==> src/pbr_nt_div.sv <==
// Pipelined restoring divider, one quotient bit per stage, with sideband.
// Stand-alone; the quotient must fit in QW bits.
`timescale 1ns / 1ps

module pbr_nt_div #(
	parameter int NW = 32,
	parameter int DW = 32,
	parameter int QW = 16,
	parameter int SW = 1
) (
	input  logic          clk,
	input  logic          arst_n,
	input  logic          en,
	input  logic          in_v,
	input  logic [NW-1:0] dividend,
	input  logic [DW-1:0] divisor,
	input  logic [SW-1:0] side,
	output logic          out_v,
	output logic [QW-1:0] quo,
	output logic [SW-1:0] side_o
);
	logic [DW-1:0] rem_s [QW+1];
	logic [QW-1:0] lo_s  [QW+1];
	logic [DW-1:0] dv_s  [QW+1];
	logic [SW-1:0] sd_s  [QW+1];
	logic          v_s   [QW+1];

	assign rem_s[0] = DW'(dividend >> QW);
	assign lo_s[0]  = dividend[QW-1:0];
	assign dv_s[0]  = divisor;
	assign sd_s[0]  = side;
	assign v_s[0]   = in_v;

	for (genvar k = 0; k < QW; k++) begin : g_stage
		logic [DW:0] trial;
		logic        ge;

		always_comb begin
			trial = {rem_s[k], lo_s[k][QW-1]};
			ge    = trial >= {1'b0, dv_s[k]};
		end

		always_ff @(posedge clk or negedge arst_n) begin
			if (!arst_n) begin
				v_s[k+1] <= 1'b0;
			end else if (en) begin
				v_s[k+1] <= v_s[k];
			end
		end

		always_ff @(posedge clk) begin
			if (en) begin
				rem_s[k+1] <= ge ? DW'(trial - {1'b0, dv_s[k]}) : DW'(trial);
				lo_s[k+1]  <= {lo_s[k][QW-2:0], ge};
				dv_s[k+1]  <= dv_s[k];
				sd_s[k+1]  <= sd_s[k];
			end
		end
	end

	assign out_v  = v_s[QW];
	assign quo    = lo_s[QW];
	assign side_o = sd_s[QW];

endmodule

==> config.mk <==
export PLATFORM = sky130hd
export DESIGN_NAME = pbr_nt_div
export DESIGN_NICKNAME = d
export VERILOG_FILES = /design/src/pbr_nt_div.sv
export SDC_FILE = /design/constraint.sdc
export NUM_CORES = 2
export LEC_CHECK = 0
export ABC_CLOCK_PERIOD_IN_PS = 3870
export BUFFER_PORTS_ARGS = -buffer_cell sky130_fd_sc_hd__buf_2
export CORE_AREA = 8 8 272 536
export DETAILED_ROUTE_END_ITERATION = 10
export DIE_AREA = 0 0 280 544
export GPL_ROUTABILITY_DRIVEN = 0
export PLACE_DENSITY = 0.65
export SLEW_MARGIN = 20
export SYNTH_ARGS = -nofsm -noshare
export SYNTH_HDL_FRONTEND = slang
export SYNTH_SLANG_ARGS = --single-unit
==> constraint.sdc <==
create_clock -name clk -period 3.87 [get_ports clk]
set_clock_uncertainty 0.15 [all_clocks]
set_input_delay 0.1935 -clock clk [delete_from_list [all_inputs] [get_ports clk]]
set_output_delay 0.1935 -clock clk [all_outputs]
set_load 0.1 [all_outputs]
Word-level counts from Yosys, hierarchy flattened --
Cells that the tools add are included.
Operators by class: add/subtract/negate cells 15, magnitude comparators 16, multiplexer cells 15
Operators with widths (number):
- greater-or-equal comparator 33 x 32 -> 1 bit | 15
- two-way mux 32 bit | 14
- subtractor 32 bit | 14
- greater-or-equal comparator 17 x 32 -> 1 bit | 1
- subtractor 17 x 32 -> 32 bit | 1
- two-way mux 17 bit | 1
Word-level totals: flip-flop bits (word level) 1248, input bits 69, output and inout port bits 18, logic and storage cells 125

Logic depth before layout (Yosys ltp) --
depth after elaboration 2, depth in mapped cells 16, depth with buffers taken out 14

Worst setup path after synthesis --
Ideal clock, no wire load.
kind register to register, from register rem_s (netlist bit g_stage[1].trial[20]), to register rem_s (netlist bit g_stage[2].trial[10]), data pin, setup time 0.262 ns, arrival 3.094 ns, data required time 3.458 ns, setup slack 0.364 ns, cell stages (with the launch flop) 15, buffers on the path 3, clock period less this slack 3.506 ns, path through edfxtp_1 > ha_1 > buf_2 > nand3_1 > or3_1 > a211o_1 > a31oi_1 > a41oi_2 > a311oi_2 > o211ai_1 > nand2_1 > a211o_1 > buf_2 > buf_6 > mux2_1
Between the ends: longest elaborated chain between the ends 2
Ends and longest elaborated chain:
- start, declared | line 22 | logic [DW-1:0] rem_s [QW+1];
- start signal, assigned by index | line 53 | rem_s[k+1] <= ge ? DW'(trial - {1'b0, dv_s[k]}) : DW'(trial);
- greater-or-equal comparator 33 x 32 -> 1 bit | line 40 | ge = trial >= {1'b0, dv_s[k]};
- two-way mux 32 bit | line 53
Every way passes these cells. A chain may end at the register's enable or synchronous reset.

Worst setup path in the final report --
from register lo_s (netlist bit g_stage[6].trial[0]), to register rem_s (netlist bit g_stage[7].trial[31]), data pin
Between the ends: longest elaborated chain between the ends 2, elaborated cells between the ends (all ways) 3, classes of those cells add/sub (1); order compare (1); mux (1)
Ends and longest elaborated chain:
- start, declared | line 23 | logic [QW-1:0] lo_s [QW+1];
- start signal, assigned by index | line 54 | lo_s[k+1] <= {lo_s[k][QW-2:0], ge};
- subtractor 32 bit / greater-or-equal comparator 33 x 32 -> 1 bit (equally long branches) | line 53, 40
- two-way mux 32 bit (*) | line 53
Mark *: on every way between the ends. The rest lies on a longest branch, timed or not.

==> results.md <==
* Post-Synth Simple-Gate Area at ~9%
* Hold Path Origin: divisor[14]
* Die X at between 200 and 300 um
* Unrepaired setup endpoints after global routing: true
* Total power at between 60 and 70 mW
* Commonest cells after routing, fill and taps aside: edfxtp_1, inv_1, a21oi_1
* Switch share at a little under two fifths
* Net count after synthesis at 6664
* CTS Buf Count at ~120
* LEAKAGE at 32.0 nW
* Setup TNS Final at 0 ps
* Hold crit path type: input pin to flip-flop
* Reg power frac at 35.1%
* Fmax at approximately 260 MHz
* Clock sink total at 1248
* PwrDens at between 700 and 800 nW/um^2
* Die ar. at about 150000 um^2
* Global route overflow at 0
* Finished Cell Area at 77900 um^2
* Async set-or-reset flop fraction in the synthesized netlist at around 1.3%
* IO Port Bufs at 86
* Initial antenna violation count at 7
* Vias in the first global route at 46500
* Hold Crit Endpoint: dv_s[494]$_DFFE_PP_
* Met1 usage at 27.9%
* CTS tree: done
* Worst reg-to-reg path cell count at 15
* Post-Synth XOR/XNOR Area at between 5 and 6%
* Vias/cell at 5.71
* Synthesized instance count at between 6000 and 7000
* Final std cells w/o fill at around 8400
* Clock transition at the registers of the reported paths at 70 ps
* Worst Hold Depth at 2
* Reg2reg end: g_stage[7].trial[31]$_DFFE_PP_
* CP Launch Point: g_stage[6].trial[0]$_DFFE_PP_
* CP Max Fanout at 3
* Gr busiest metal: met2
* Largest net degree at the start of global routing at 152
* Critical path required time at 4160 ps
* Critical path class: flip-flop to flip-flop
* # placed instances at 8078
* WP data arrival at 4120 ps
* Min Tclk post-route at 3830 ps
* Peak supply drop at 0.425 mV
* Synth Area in Adders at 9.49%
* Reg2reg setup slack at about 42 ps
* Post-Route WL at 159000 um
* Via count at 48000
* Main synth FF type: edfxtp_1
* Die Y at 544 um
* Slew Limit Headroom at 38.3%
* First-pass GRT wire length at 251000 um
* Drt first pass iters at 6
* Startpoint Class: flip-flop
* Worst-skew pair later-pin latency at about 730 ps
* Nets at 7031
* Post-synth EDFFs at between 1000 and 1500
* Fraction of layout cells with a size suffix above 1 at 11.0%
* NetSw at 22.8 mW
* Core Area at 139000 um^2
* Post-detailed-placement half-perimeter wirelength at 115000 um
* Share of total power in the clock network at 19.0%
* FF-to-FF Start: g_stage[6].trial[0]$_DFFE_PP_
* Post-synthesis sequential area ratio at 54.4%
* Detail Route Antenna Nets at 0
* Clk root buf: clkbuf_16
* Fin. Hold Viols at 0
* GR Util All Layers at 20.3%
* Final period utilization at between 90% and 100%
* Maximum clock insertion buffer count at 3
* Commonest non-fill, non-tap cell in the layout: edfxtp_1
* Num ports at 87
* Pint at 38.3 mW
* Synthesized area per cell at 11.3 um^2
* Slew @ Worst Pin at 925 ps
* Mapped Area at 68700 um^2
* Final Setup Violations at 0
* Grt met2 use at 33.3%
* Status: complete, no violations
* Starting Density at 49.4%
* Largest family of logic cells by synthesized area: compound AO/OA/AOI/OAI gates
* H-tree depth at 3
* Compound-Gate Fraction of Synth Area at ~15%
* Residual DRC count at 0
* DP Area at 72600 um^2
* Synth Register Bits at 1248
* DRT iter0 DRCs at 4797
* Mean routed wirelength per cell at 18.9 um
* FP Rows at 194
* Crit. End Element: flip-flop
* Max-Cap Viols at 0
* Combinational Power Share at 45.9%
* Synth Warn # at 0
* Multiplexer share of the synthesized area at 2.61%
* Synth unique cells at just over 90
* Synth-to-layout area growth at 13.5%
* GR Util met3 at 3.22%
* Slew Limit Fails at 0
[worst max path at each step]
stage	to	slack, ps	cells past startpoint
floorplan	g_stage[2].trial[10]$_DFFE_PP_	360	14
global placement	g_stage[9].trial[7]$_DFFE_PP_	-160	14
detailed placement	g_stage[9].trial[7]$_DFFE_PP_	-180	14
CTS	g_stage[9].trial[7]$_DFFE_PP_	2	14
global route	g_stage[5].trial[31]$_DFFE_PP_	-70	15
finish	g_stage[7].trial[31]$_DFFE_PP_	40	15
[synthesized netlist by cell type (22+ instances only)]
| master | count | area, um^2 |
|---|---|---|
| o21a_1 | 49 | 368 |
| o21bai_1 | 65 | 488 |
| xor2_1 | 175 | 1530 |
| nand2_1 | 437 | 1640 |
| buf_2 | 33 | 165 |
| edfxtp_1 | 1232 | 37000 |
| mux2_1 | 32 | 360 |
| ha_1 | 497 | 6220 |
| nor2_1 | 388 | 1460 |
| a211oi_1 | 40 | 300 |
| and2_1 | 24 | 150 |
| nand3_1 | 91 | 455 |
| o21ai_1 | 22 | 110 |
| mux2_2 | 110 | 1240 |
| xnor2_1 | 220 | 1930 |
| a21oi_1 | 561 | 2810 |
| clkbuf_1 | 101 | 379 |
| nor3_1 | 59 | 295 |
| o31ai_1 | 27 | 203 |
| inv_1 | 614 | 2300 |
| a21o_1 | 229 | 1720 |
| nor2b_1 | 67 | 419 |
| and3_1 | 42 | 263 |
| a31oi_1 | 52 | 325 |
| nand4_1 | 81 | 507 |
| nand2b_1 | 61 | 382 |
| o31a_1 | 26 | 228 |
| o21ai_0 | 410 | 2050 |
[timing repair]
action                                  4_1_cts  5_1_grt
cloned                                        0        3
endpoints found under the hold margin       162        0
setup buffers                                 2       18
endpoints found under the setup margin       67      314
resized for setup                             6       83
pin swaps                                     3       28
hold buffers                                 94        0
[flip-flops by register name, indices dropped and copies added (netlist names)]
register	flops
quo	16
side_o	1
g_stage.trial	495
out_v	1
v_s	15
lo_s	225
sd_s	15
dv_s	480
[critical path: stages (launching register included)]
cell      delay [ps]
edfxtp_1         450
inv_1            100
ha_1             190
fa_1             210
nor2b_1           70
o31a_1           260
o21ai_1          320
a21oi_1          190
o41ai_1          380
buf_4            200
nor2_1            70
nor2_1           280
o21ai_0          170
a21oi_1          210
xor2_1           170
o21ai_0          120
[power by group through the flow]
stage          Combinational, mW  Clock [mW]  Sequential, mW
6_report                    28.0        11.6            21.4
4_1_cts                     27.1        11.9            21.5
3_5_place_dp                26.8           0            21.7
3_3_place_gp                25.9           0            21.7
2_1_floorplan               19.9           0            20.7
5_1_grt                     31.1        12.4            21.8
[cell type report]
type                    count  area (um^2)
diodes                      2         5.00
multi-input cells        4058        28700
repair buffers            412         3420
clock buffers             141         3130
flip-flops and latches   1248        37400
fillers                 11600        61200
well taps                1862         2330
clock inverters            69          657
inverters                 615         2310
[through the flow]
| stage | utilization [%] | hold slack [ps] | setup WS (ps) |
|---|---|---|---|
| floorplan | - | -252 | 364 |
| global placement | 52.2 | -45.1 | -162 |
| detailed placement | 52.2 | -34.9 | -184 |
| CTS | 55.6 | 0.353 | 2.44 |
| global route | 56.0 | 14.7 | -70.3 |
| finish | 56.0 | 45.6 | 42.2 |
[cells by family (layout without fill, tap and decap cells)]
logic type                 Yosys count  in the layout
other                                0              2
xor gates and xnor gates           395            395
muxes                              158            158
AOI/OAI and AO/OA                 1660           1660
DFF                               1248           1248
and+or+nand+nor                   1333           1333
buffers and inverters              777           1237
adders and majority gates          512            512
[routing by layer]
layer  part of all wire (%)  wire [um]
met4                    2.5       3910
met2                     47      74700
met3                    6.8      10800
met5                      0          0
met1                     44      69300
Note: power is estimated with default switching activity, not from simulation.
