## src/pbr_nt_pkg.sv

```systemverilog
// Shared constants and types of the neutral tone mapper.
// No dependencies; all other files but pbr_nt_div import it.
`timescale 1ns / 1ps

package pbr_nt_pkg;

	localparam int FRAC_BITS_DEF = 16;
	localparam int INT_BITS_DEF  = 8;

	// Offset channels are held as unsigned values up to 2^38 - 1.
	localparam int HOLD_BITS = 38;

	// Square argument limit and the width that holds it.
	localparam longint SQ_LIM      = 64'sd2147483648;
	localparam int     SQ_CAP_BITS = 32;

	typedef logic [HOLD_BITS-1:0] hold_t;

	// Carried alongside the peak compression divider.
	typedef struct packed {
		hold_t [2:0] c;
		hold_t       peak;
		logic        byp;
	} d1_side_t;

	// Carried alongside the ratio divider.
	typedef struct packed {
		hold_t [2:0] c;
		logic        byp;
	} d2_side_t;

endpackage

```

## src/pbr_nt_lane.sv

```systemverilog
// One colour lane: scale by peak ratio, blend to new peak (or bypass), saturate.
// Depends on pbr_nt_pkg for the held channel type.
`timescale 1ns / 1ps

module pbr_nt_lane import pbr_nt_pkg::*; #(
	parameter int FRAC_BITS = FRAC_BITS_DEF,
	parameter int W         = INT_BITS_DEF + FRAC_BITS_DEF
) (
	input  logic                  clk,
	input  logic                  en,
	input  hold_t                 c,
	input  logic [FRAC_BITS:0]    ratio,
	input  logic [FRAC_BITS:0]    newp,
	input  logic signed [FRAC_BITS+1:0] g,
	input  logic                  byp,
	output logic signed [W-1:0]   y
);
	localparam int HW = HOLD_BITS;
	localparam int PW = HW + FRAC_BITS + 5;
	localparam longint HI = (longint'(1) << (W - 1)) - 1;
	localparam longint LO = -HI - 1;

	logic [HW+FRAC_BITS:0]   sp;
	logic [HW+1:0]           s_l1;
	logic [FRAC_BITS:0]      newp_l1;
	logic signed [FRAC_BITS+1:0] g_l1;
	logic                    byp_l1;
	hold_t                   c_l1;

	logic signed [HW+2:0]    diff;
	logic signed [PW-1:0]    pr_l2;
	logic [HW+1:0]           s_l2;
	logic                    byp_l2;
	hold_t                   c_l2;

	logic signed [HW+6:0]    ys;
	logic signed [HW+6:0]    pick;

	assign sp   = (HW+FRAC_BITS+1)'(c) * (HW+FRAC_BITS+1)'(ratio);
	assign diff = (HW+3)'(newp_l1) - (HW+3)'(s_l1);

	always_ff @(posedge clk) begin
		if (en) begin
			s_l1    <= (HW+2)'(sp >> FRAC_BITS);
			newp_l1 <= newp;
			g_l1    <= g;
			byp_l1  <= byp;
			c_l1    <= c;
			pr_l2   <= PW'(diff) * PW'(g_l1);
			s_l2    <= s_l1;
			byp_l2  <= byp_l1;
			c_l2    <= c_l1;
		end
	end

	always_comb begin
		ys   = (HW+7)'(pr_l2 >>> FRAC_BITS) + (HW+7)'(s_l2);
		pick = byp_l2 ? (HW+7)'(c_l2) : ys;
		if (longint'(pick) > HI) begin
			y = W'(HI);
		end else if (longint'(pick) < LO) begin
			y = W'(LO);
		end else begin
			y = W'(pick);
		end
	end

endmodule

```

## config.mk

```make
export PLATFORM = sky130hd
export DESIGN_NAME = pbr_nt_lane
export DESIGN_NICKNAME = d
export VERILOG_FILES = /design/src/pbr_nt_pkg.sv /design/src/pbr_nt_lane.sv
export SDC_FILE = /design/constraint.sdc
export NUM_CORES = 2
export LEC_CHECK = 0
export ABC_AREA = 1
export BUFFER_PORTS_ARGS = -buffer_cell sky130_fd_sc_hd__clkbuf_2
export CORE_UTILIZATION = 60
export DETAILED_ROUTE_END_ITERATION = 8
export PLACE_DENSITY = 0.8
export SETUP_SLACK_MARGIN = 0.3
export SLEW_MARGIN = 15
export SYNTH_ARGS = -nofsm -noshare
export SYNTH_HDL_FRONTEND = slang
export SYNTH_SLANG_ARGS = --single-unit
export TNS_END_PERCENT = 30
```

## constraint.sdc

```tcl
create_clock -name clk -period 7.7 [get_ports clk]
set_input_delay 0.77 -clock clk [delete_from_list [all_inputs] [get_ports clk]]
set_output_delay 0.77 -clock clk [all_outputs]
set_load 0.05 [all_outputs]
```

==> Yosys cells after proc, flatten, opt, wreduce, memory -nomap -nowiden <==
Cells that the tools add are included.
{ "op_classes": {"add_sub_neg": 2, "n_mul": 2, "n_lt_le_gt_ge": 2, "muxes": 3} }
{ "op_table": {"columns": ["operator", "count"], "rows": [
  ["$mul 40x18->58", 1],
  ["$mul 38x17->55", 1],
  ["$mux 24", 2],
  ["$gt 45x24->1 const B", 1],
  ["$lt 45x24->1 const B", 1],
  ["$mux 45", 1],
  ["$add 42x40->43", 1],
  ["$sub 17x39->40", 1]
]} }
{ "totals": {"reg_bits": 249, "inputBits": 93, "out_inout_bits": 24, "elab_cells": 18} }

==> Logic depth before layout (Yosys ltp) <==
{ "logic_depth": {"word_depth": 5, "mapped_depth": 43, "ltp_nobuf": 43} }

==> Least setup slack after synthesis <==
OpenSTA, ideal clock, no wires.
{ "synth_path": {"path_kind": "reg-to-reg", "from": "register s_l1[0]", "to": "register pr_l2[49], data pin", "setup_ps": 256, "arrival_time_ps": 7025, "required_ps": 7444, "slack_ps": 418, "stages_incl_launch_ff": 41, "path_buffers": 1, "period_less_slack_ps": 7282, "cell_sequence": "edfxtp_1 > ha_1 > fa_1 > inv_1 > nand3_1 > nand2_1 > a21oi_2 > o21ai_2 > a21oi_4 > o21ai_0 > or2_2 > nand2_1 > inv_1 > buf_2 > nand2_1 > fa_1 > inv_1 > fa_1 > (+5 left out) > inv_1 > fa_1 > inv_1 > ha_1 > nand2_1 > nor2_1 > inv_1 > nor2_1 > nand3_1 > o21ai_1 > a21o_1 > nand2_1 > nand2_1 > nand2_1 > inv_1 > nor2_1 > nand2_1 > nand2_1"} }
{ "synth_between": {"elab_chain_cells": 2} }
{ "synth_rtl": {"columns": ["element", "line_no", "source"], "rows": [
  ["from (decl)", "pbr_nt_lane.sv:24", "logic [HW+1:0] s_l1;"],
  ["from (signal assigned)", "pbr_nt_lane.sv:44", "s_l1 <= (HW+2)'(sp >> FRAC_BITS);"],
  ["$sub 17x39->40", "pbr_nt_lane.sv:40", "assign diff = (HW+3)'(newp_l1) - (HW+3)'(s_l1);"],
  ["$mul 40x18->58", "pbr_nt_lane.sv:49", "pr_l2 <= PW'(diff) * PW'(g_l1);"],
  ["to (signal assigned)", "pbr_nt_lane.sv:49", null],
  ["to (decl)", "pbr_nt_lane.sv:31", "logic signed [PW-1:0] pr_l2;"]
]} }
Every way passes these cells.
A chain may end at the register's enable or synchronous reset.

==> Worst setup path after layout <==
{ "layout_path": {"from": "register s_l1[6]", "to": "register pr_l2[55], data pin"} }
Same word-level chain as after synthesis.

==> results.tsv <==
metric	value	unit
footprint of the multi-input gates	44600	um2
RSZ-0062 raised after global routing	true	
num ports	117	
post-synthesis instance total	7079	
Fin. Hold Viols	0	
Buffers on Ports	116	
fin. max-slew vios	0	
CTS tree	built	
crit path DAT	8.17	ns
DR pass1 iterations	8	
flop2flop setup slack	-0.04	ns
largest area contributor in the netlist	fa_1	
Period minus WS final	7.74	ns
Setup crit start kind	register	
syn_area_per_cell	8.10	um2
initial drt markers	4888	
drt drc	0	
via count	49623	
CP endpoint kind	register	
CTS H-tree lvls	1	
hpwl dp	149000	um
Final Instance Area	66900	um2
cts bufs inserted	26	
Final Util	0.706	
Die W	311	um
crit share post-route	1.00	
Starting Density	0.605	
area delta synth->final	16.7	%
Area contributors post-synth	fa_1 43%, edfxtp_1 12%, nand2_1 12%	
vias in the first global route	52247	
Synth Net Count	8706	
FP Rows	113	
clock-pin slew on the worst setup and hold paths	0.07	ns
Root Buffer Master	clkbuf_16	
pre-CTS WS	-0.434	ns
status	finished, violations left	
top-area cell type share of the netlist area	0.425	
Worst Path Required	8.13	ns
fillcell total	7116	
global-route wire length before repair	284000	um
Routed WL per cell	20.4	um
final worst slack	-0.0366	ns
Critical Path Most Common Cell	fa_1	
Routed Wire Length	182000	um
hold bufs inserted after CTS	0	
flops & latches, synth	233	
Via density	5.57	
Slew HR	0.257	
max-cap violation count	0	
clk buf depth	3	
Final ANT Viol Nets	0	
Final Setup Violations	1	
Clock Skew	0.0254	ns
Skew-Pair Late Insertion Delay	0.61	ns
Sequential Area	7000	um2
sequential share of the synthesized area	0.122	
Max Fclk	129	MHz
Nets	9244	
initial antenna violation count	5	
Die Footprint	96800	um2
CP Class	register to register	
Primary FF master, synth	edfxtp_1	
Post-synth EDFFs	233	
global-route usage over all layers	0.380	
hold slack	0.342	ns
cell area after synthesis	57400	um2
Core Area	94900	um2
Synth Warn #	0	
largest net degree at the start of global routing	129	
Crit Path Max Fanout	6	
Area after DPL	62500	um2
Yosys cell types	58	
Post-synth ARST share	0	
Congestion Overflow GR	0	
routability cong.	1.02	
Hold WC Path Type	input pin to register	
failing checks	negative setup slack	
die height	311	um
actual slew at the worst max-slew pin	1.11	ns
Critical Path Max Stage Delay	0.53	ns
clock tree sinks	233	
layout cells sized above 1	0.178	
crit path max-delay cell type	fa_1	
[layout make-up]
class | count | share of cell area
inverter | 1837 | 0.104
clock inverter | 17 | 0.00236
clock buffer | 29 | 0.00989
sequential | 233 | 0.105
multi-input combinational | 4749 | 0.667
antenna | 1 | 0.0000374
tap | 1265 | 0.0236
timing repair inverter | 1 | 0.000112
timing repair buffer | 769 | 0.0882
[placed cells by master, fill, tap and decap left out, types with 17 or more instances in the layout]
cell type,count
nor2_2,73
a21oi_2,46
nand2_4,38
nand2_1,1747
nand3_1,98
fa_2,41
inv_1,1732
a21o_1,17
o21ai_0,84
xnor2_1,45
edfxtp_1,233
nor2_4,19
o21ai_1,27
o21ai_2,21
nand4_1,25
fa_1,1178
nand2_2,65
buf_4,579
nor3_1,29
buf_6,54
ha_4,52
ha_1,259
clkbuf_16,26
xor2_1,46
a21oi_1,148
clkbuf_2,115
nor2_1,480
o21a_1,18
inv_2,76
a31oi_1,32
[synthesized netlist by cell type, types with 3 or more instances]
cell type	count
or2_2	19
clkinv_1	7
xor2_1	53
nand4_1	25
nand2_1	1826
ha_1	315
o211ai_1	3
o31ai_1	3
a21oi_1	202
nor2_1	554
inv_1	1812
xnor2_1	50
nor3_2	4
nor4_1	12
a31oi_1	41
o21ai_1	12
o21a_1	18
nor2_4	3
or2_1	7
nor3_1	32
a21boi_0	3
inv_2	18
o21ai_0	121
o21bai_1	9
clkbuf_1	210
buf_2	19
a221oi_1	4
nor2_2	15
fa_1	1219
a21o_1	17
nand3b_1	11
nand2_2	25
a21oi_2	5
edfxtp_1	233
nand3_1	109
buf_6	9
buf_1	20
and3_1	6
[cells by family (layout without fill, tap and decap cells)]
group	count (synthesis)	count (layout)	synth area share
and+or+nand+nor	2657	2657	0.184
AOI/OAI and AO/OA	454	454	0.0449
DFF	233	233	0.122
xor gates and xnor gates	103	103	0.0157
other	0	1	0
muxes	1	1	0.000175
buffers and inverters	2097	2653	0.139
adders and majority gates	1534	1534	0.494
[state kept, by name, indices dropped and copies added (netlist names)]
| signal | cells |
|---|---|
| byp_l1 | 1 |
| byp_l2 | 1 |
| c_l1 | 38 |
| c_l2 | 38 |
| g_l1 | 18 |
| newp_l1 | 17 |
| pr_l2 | 42 |
| s_l1 | 39 |
| s_l2 | 39 |
[worst max-delay path: cells and delay by family (launching register included)]
family	cells	cell delay (ns)
compound gates	7	0.93
buf+inv	12	1.37
fa+ha+maj	8	3.40
flops	1	0.44
xor+xnor	2	0.38
simple gates	10	1.03
[per-layer routing]
metal	global-route usage	share of wire
met1	0.517	0.37
met3	0.0770	0.12
met4	0.180	0.056
met2	0.588	0.45
met5	0	0
[final timing paths]
path,end,cells after the start,from
setup reg to reg,pr_l2[55]$_DFFE_PP_,39,s_l1[6]$_DFFE_PP_
hold reg to reg,c_l2[25]$_DFFE_PP_,0,c_l1[25]$_DFFE_PP_
hold / removal,g_l1[11]$_DFFE_PP_,1,g[11]
setup / recovery,pr_l2[55]$_DFFE_PP_,39,s_l1[6]$_DFFE_PP_
[what timing repair did]
item	in CTS	in global routing
setup endpoints to repair	42	42
gates resized for setup	377	305
gates cloned	1	1
setup buffers	81	49
pin swaps	175	191
[stage by stage]
stage,TNS (ns),cells
after floorplan,0,7079
after global placement,-5.70,8722
after detailed placement,-8.33,8722
after CTS,0,8850
after global routing,-2.65,8900
final,-0.0366,8901
Power is left out: the tool's default activity adds up to more than one toggle a clock period on the data nets, which glitch-free logic cannot reach.
